[src/assert_macros.svh]
// assertion macros shared by the rtl, clocked on i_clk and disabled in reset
`ifndef ASSERT_MACROS_SVH
`define ASSERT_MACROS_SVH

`ifndef SYNTH
// condition must never hold
`define ASSERT_NEVER(lbl, expr) \
    lbl: assert property (@(posedge i_clk) disable iff (!i_rst_n) !(expr)) \
        else $error("forbidden condition seen");
// when ante holds, cons must hold in the next cycle
`define ASSERT_NEXT(lbl, ante, cons) \
    lbl: assert property (@(posedge i_clk) disable iff (!i_rst_n) (ante) |=> (cons)) \
        else $error("next-cycle condition failed");
`else
`define ASSERT_NEVER(lbl, expr)
`define ASSERT_NEXT(lbl, ante, cons)
`endif

`endif

[src/rvx_pkg.sv]
package rvx_pkg;

    // data store size in bytes, a power of two
    localparam int unsigned DATA_BYTES    = 4096;
    localparam int unsigned WORD_BYTES    = 4;
    localparam int          DMEM_ABITS    = $clog2(DATA_BYTES);
    localparam int          DMEM_ROWS     = DATA_BYTES / WORD_BYTES;
    localparam int          DMEM_ROW_BITS = DMEM_ABITS - $clog2(WORD_BYTES);
    localparam int          RF_DEPTH      = 32;

    // major opcodes
    localparam logic [6:0] OPC_REG    = 7'b0110011;
    localparam logic [6:0] OPC_IMM    = 7'b0010011;
    localparam logic [6:0] OPC_LOAD   = 7'b0000011;
    localparam logic [6:0] OPC_STORE  = 7'b0100011;
    localparam logic [6:0] OPC_BRANCH = 7'b1100011;
    localparam logic [6:0] OPC_JAL    = 7'b1101111;
    localparam logic [6:0] OPC_JALR   = 7'b1100111;
    localparam logic [6:0] OPC_LUI    = 7'b0110111;
    localparam logic [6:0] OPC_AUIPC  = 7'b0010111;

    // alu funct3
    localparam logic [2:0] F3_ADD  = 3'd0;
    localparam logic [2:0] F3_SLL  = 3'd1;
    localparam logic [2:0] F3_SLT  = 3'd2;
    localparam logic [2:0] F3_SLTU = 3'd3;
    localparam logic [2:0] F3_XOR  = 3'd4;
    localparam logic [2:0] F3_SR   = 3'd5;
    localparam logic [2:0] F3_OR   = 3'd6;
    localparam logic [2:0] F3_AND  = 3'd7;

    // branch funct3
    localparam logic [2:0] F3_BEQ  = 3'd0;
    localparam logic [2:0] F3_BNE  = 3'd1;
    localparam logic [2:0] F3_BLT  = 3'd4;
    localparam logic [2:0] F3_BGE  = 3'd5;
    localparam logic [2:0] F3_BLTU = 3'd6;
    localparam logic [2:0] F3_BGEU = 3'd7;

    // load and store funct3
    localparam logic [2:0] F3_LB  = 3'd0;
    localparam logic [2:0] F3_LH  = 3'd1;
    localparam logic [2:0] F3_LW  = 3'd2;
    localparam logic [2:0] F3_LBU = 3'd4;
    localparam logic [2:0] F3_LHU = 3'd5;
    localparam logic [2:0] F3_SB  = 3'd0;
    localparam logic [2:0] F3_SH  = 3'd1;
    localparam logic [2:0] F3_SW  = 3'd2;
    localparam logic [2:0] F3_JALR = 3'd0;

    // access size, low bits of funct3
    localparam logic [1:0] SZ_BYTE = 2'd0;
    localparam logic [1:0] SZ_HALF = 2'd1;
    localparam logic [1:0] SZ_WORD = 2'd2;

    typedef struct packed {
        logic [6:0]         opcode;
        logic [2:0]         funct3;
        logic               alt_bit;
        logic [4:0]         dest_index;
        logic [4:0]         src1_index;
        logic [4:0]         src2_index;
        logic signed [31:0] immediate;
    } t_instr;

    typedef struct packed {
        logic [31:0] next_pc;
        logic        reg_written;
        logic [4:0]  written_reg;
        logic [31:0] written_value;
        logic        store_done;
        logic [31:0] store_address;
        logic        illegal;
    } t_result;

    typedef struct packed {
        logic        en;
        logic [4:0]  rd;
        logic [31:0] val;
    } t_rf_wr;

    typedef struct packed {
        logic                  store;
        logic [DMEM_ABITS-1:0] addr;
        logic [1:0]            size;
        logic [31:0]           wdata;
    } t_dmem_req;

    typedef struct packed {
        logic [31:0] npc;
        logic        wr;
        logic [31:0] val;
        logic        is_load;
        logic        store;
        logic [31:0] addr;
        logic        ill;
    } t_exec_out;

endpackage

[src/rvx_exec.sv]
module rvx_exec (
    input  rvx_pkg::t_instr    i_instr,
    input  logic [31:0]        i_pc,
    input  logic [31:0]        i_a,
    input  logic [31:0]        i_b,
    output rvx_pkg::t_exec_out o_ex
);

    logic [31:0] imm;
    logic [31:0] pc4;
    logic [31:0] pc_imm;
    logic [31:0] addr;
    logic [31:0] op_b;
    logic        alt;
    logic [4:0]  shamt;
    logic [31:0] alu_res;
    logic        take;
    logic [2:0]  f3;

    assign imm    = $unsigned(i_instr.immediate);
    assign f3     = i_instr.funct3;
    assign pc4    = i_pc + 32'd4;
    assign pc_imm = i_pc + imm;
    assign addr   = i_a + imm;

    always_comb begin
        op_b  = (i_instr.opcode == rvx_pkg::OPC_IMM) ? imm : i_b;
        if (i_instr.opcode == rvx_pkg::OPC_REG) begin
            alt = (f3 == rvx_pkg::F3_ADD || f3 == rvx_pkg::F3_SR) && i_instr.alt_bit;
        end else begin
            alt = (f3 == rvx_pkg::F3_SR) && imm[10];
        end
        shamt = op_b[4:0];
        case (f3)
            rvx_pkg::F3_ADD:  alu_res = alt ? i_a - op_b : i_a + op_b;
            rvx_pkg::F3_SLL:  alu_res = i_a << shamt;
            rvx_pkg::F3_SLT:  alu_res = {31'd0, $signed(i_a) < $signed(op_b)};
            rvx_pkg::F3_SLTU: alu_res = {31'd0, i_a < op_b};
            rvx_pkg::F3_XOR:  alu_res = i_a ^ op_b;
            rvx_pkg::F3_SR:   alu_res = alt ? $unsigned($signed(i_a) >>> shamt)
                                            : i_a >> shamt;
            rvx_pkg::F3_OR:   alu_res = i_a | op_b;
            default:          alu_res = i_a & op_b;
        endcase
    end

    always_comb begin
        o_ex      = '0;
        o_ex.npc  = pc4;
        o_ex.addr = addr;
        take      = 1'b0;
        unique case (i_instr.opcode) inside
            rvx_pkg::OPC_REG, rvx_pkg::OPC_IMM: begin
                o_ex.wr  = 1'b1;
                o_ex.val = alu_res;
            end
            rvx_pkg::OPC_LOAD: begin
                unique case (f3) inside
                    rvx_pkg::F3_LB, rvx_pkg::F3_LH, rvx_pkg::F3_LW,
                    rvx_pkg::F3_LBU, rvx_pkg::F3_LHU: begin
                        o_ex.wr      = 1'b1;
                        o_ex.is_load = 1'b1;
                    end
                    default: o_ex.ill = 1'b1;
                endcase
            end
            rvx_pkg::OPC_STORE: begin
                unique case (f3) inside
                    rvx_pkg::F3_SB, rvx_pkg::F3_SH, rvx_pkg::F3_SW: o_ex.store = 1'b1;
                    default: o_ex.ill = 1'b1;
                endcase
            end
            rvx_pkg::OPC_BRANCH: begin
                unique case (f3)
                    rvx_pkg::F3_BEQ:  take = i_a == i_b;
                    rvx_pkg::F3_BNE:  take = i_a != i_b;
                    rvx_pkg::F3_BLT:  take = $signed(i_a) < $signed(i_b);
                    rvx_pkg::F3_BGE:  take = !($signed(i_a) < $signed(i_b));
                    rvx_pkg::F3_BLTU: take = i_a < i_b;
                    rvx_pkg::F3_BGEU: take = i_a >= i_b;
                    default:          o_ex.ill = 1'b1;
                endcase
                if (take) begin
                    o_ex.npc = pc_imm;
                end
            end
            rvx_pkg::OPC_JAL: begin
                o_ex.wr  = 1'b1;
                o_ex.val = pc4;
                o_ex.npc = pc_imm;
            end
            rvx_pkg::OPC_JALR: begin
                if (f3 == rvx_pkg::F3_JALR) begin
                    o_ex.wr  = 1'b1;
                    o_ex.val = pc4;
                    o_ex.npc = {addr[31:1], 1'b0};
                end else begin
                    o_ex.ill = 1'b1;
                end
            end
            rvx_pkg::OPC_LUI: begin
                o_ex.wr  = 1'b1;
                o_ex.val = imm;
            end
            rvx_pkg::OPC_AUIPC: begin
                o_ex.wr  = 1'b1;
                o_ex.val = pc_imm;
            end
            default: o_ex.ill = 1'b1;
        endcase
        // writes to x0 vanish
        if (i_instr.dest_index == '0) begin
            o_ex.wr      = 1'b0;
            o_ex.val     = '0;
            o_ex.is_load = 1'b0;
        end
    end

endmodule

[config.mk]
export PLATFORM = sky130hd
export DESIGN_NAME = rvx_exec
export DESIGN_NICKNAME = d
export VERILOG_FILES = /design/src/assert_macros.svh /design/src/rvx_pkg.sv /design/src/rvx_exec.sv
export SDC_FILE = /design/constraint.sdc
export NUM_CORES = 1
export LEC_CHECK = 0
export BUFFER_PORTS_ARGS = -buffer_cell sky130_fd_sc_hd__buf_2
export CELL_PAD_IN_SITES_DETAIL_PLACEMENT = 2
export CELL_PAD_IN_SITES_GLOBAL_PLACEMENT = 2
export CORE_MARGIN = 3
export CORE_UTILIZATION = 29
export DETAILED_ROUTE_END_ITERATION = 6
export PLACE_DENSITY_LB_ADDON = 0.05
export SETUP_SLACK_MARGIN = 0.4
export SLEW_MARGIN = 0
export SYNTH_ARGS = -nofsm -noshare
export SYNTH_HDL_FRONTEND = slang
export SYNTH_SLANG_ARGS = --single-unit
export TNS_END_PERCENT = 30
[constraint.sdc]
create_clock -name vclk -period 7.3
set_input_delay 1.46 -clock vclk [all_inputs]
set_output_delay 1.46 -clock vclk [all_outputs]
set_load 0.05 [all_outputs]
==> flow_summary.toml <==
[placement]
portBuffers = 244
hpwl_mm = 106.6
post-place-ws_ps = -236.9
gp_congestion = 1.016

[sta]
setup_ws_ps = 144.4
worst_pin_slew_ps = 1105
maxSlewViolCount = 0
hold_violations = 0
finalSetupViolations = 0
rsz0062_at_grt = "true"
fmax_mhz = 139.8
slew_headroom = 0.2537
finalCritPeriodShare = 0.9802
final.min_clock_period_ps = 7156

[critical_path]
worstPathMaxFanout = 6
max_stage_delay_ps = 600
path_buf_inv = 3
crit_type = "primary input to primary output"
path_delay_family = "simple AND/OR/NAND/NOR gates"
crit_slowest_cell = "or4_4"
crit_arrival_ps = 5700
crit_path_frequent_cell = "buf_2"
cp.required_ps = 5840
start_kind = "primary input"
crit_path_cell_trace = "buf_2 > ha_1 > nand3_1 > or4_4 > nor4_2 > o221a_2 > or3_1 > a31o_2 > nor4_1 > buf_4 > nor2_1 > nand2_1 > a221o_1 > buf_2"
critPathCaptureType = "primary output"
crit_start = "i_a[29]"

[synth]
synth_largest_area_cell = "ha_1"
netlist_area_sq_um = 16210
synthDominantCellAreaShare = 0.1428
synth_area_leaders = "ha_1, a21oi_1, o21ai_0"
yosysWarnings = 0
avgSynthCellArea_sq_um = 6.367
yosysSeqAreaShare = 0
synthTopCellsByCount = "a21oi_1, nand2_1, o21ai_0"
synth_cell_types = 101
yosysMostFrequentCell = "a21oi_1"
syn_inst = 2546
syn-num-nets = 2888

[global_route]
grt_pass1_vias = 25830
track_usage = 0.4093
grt_max_degree = 67
grt_pass1_wl_mm = 181.3
antenna_found_initial = 7
grt_overflow_total = 0

[route]
wl_mm = 127.4
route.detailed.drc = 0
via_count = 24590
drtPass1Iterations = 5
vias_per_cell = 6.492
wl_per_cell_microns = 33.63
antenna_left = 0
dr.first_iter.drc_count = 2473

[die]
dieArea_sq_um = 58770
start_util = 0.2937
dieHeight_microns = 242.4
boundaryPins = 254
die_x_microns = 242.4
core_sq_um = 55200
num_rows = 86

[run_status]
status = "completed"

[final_layout]
final_net_count = 3383
fillers = 6702
fin_util = 0.3956
clkbuf_count = 0
syn2layout_area_growth_pct = 34.71
seqCellArea_sq_um = 0
seq_cell_count = 0
drive_above_1_share = 0.2804

[pwr]
p_per_area_nw_per_um2 = 92.70
p_leak_nw = 9.387
ir_worst_vdd_v = 0.00007003

[worst_hold_path]
hold_class = "primary input to primary output"
worstHoldStart = "i_pc[0]"

[run]
cap_violations = 0
==> where the power goes <==
part,internal (W),switching (W),total (W)
clock,0.0000000000101,0,0.0000000000101
sequential,0,0,0
combinational,0.000679,0.00134,0.00202
total,0.000679,0.00134,0.00202
==> cell families after synthesis <==
family	share of synthesized area
adder cells (fa/ha/maj)	0.1465
AND/OR/NAND/NOR	0.2370
AO/OA/AOI/OAI	0.4298
buffers and inverters	0.08135
XOR/XNOR	0.06267
multiplexers	0.04268
==> cells in the final DEF, fill, tap and decap left out, types with 23 or more instances in the layout <==
master / instances
inv_1: 141
nor2_1: 187
ha_1: 171
o221ai_1: 35
xnor2_1: 65
a311oi_1: 23
xor2_1: 49
o21ai_0: 169
a21o_1: 48
a211oi_1: 82
o21a_1: 23
a31oi_1: 30
and3_1: 24
o21ai_1: 27
nand2_1: 258
nand2b_1: 28
o22ai_1: 31
a21oi_1: 279
nand3_1: 67
buf_2: 223
mux2i_1: 41
o211ai_1: 43
nor3_1: 77
buf_4: 408
==> stage by stage <==
| stage | cells | total power, W | hold WS [ps] | setup TNS [ps] | instance area (sq um) |
|---|---|---|---|---|---|
| 4_1_cts | 3782 | 0.001928 | 3380 | 0 | 21430 |
| 5_1_grt | 3788 | 0.002121 | 3389 | 0 | 21840 |
| 3_5_place_dp | 3773 | 0.001888 | 3379 | -1433 | 21050 |
| 6_report | 3788 | 0.002024 | 3387 | 0 | 21840 |
| 3_3_place_gp | 3773 | 0.001834 | 3395 | -660.6 | 21050 |
| 2_1_floorplan | 2546 | 0.001064 | 3220 | 0 | 16390 |
==> final cells by class <==
cell class	count	area, sq um	share of cell area
multi-input cells	2226	15710	0.7194
repair buffers	658	4606	0.2109
well taps	748	935.9	0.04286
inverters	155	584.3	0.02676
diodes	1	2.502	0.0001146
==> metal layers <==
layer	share of wire	GRT usage	vias up
met3	0.081	0.06851	345
met2	0.45	0.6531	1233
met1	0.42	0.5338	12420
met4	0.057	0.1989	8
li1	-	-	10590
met5	0.00039	0	-
==> what timing repair did <==
| item | 4_1_cts | 5_1_grt |
|---|---|---|
| resized for setup | 69 | 102 |
| endpoints found under the setup margin | 28 | 41 |
| hold buffers | 0 | 0 |
| pin swaps | 7 | 21 |
| buffers inserted | 9 | 5 |
==> worst paths after layout <==
kind  depth (start not counted)  slack (ps)       end
max                          14         140  o_ex[99]
min                           3        3390  o_ex[68]
No activity file was read; power rests on OpenSTA's default activity.
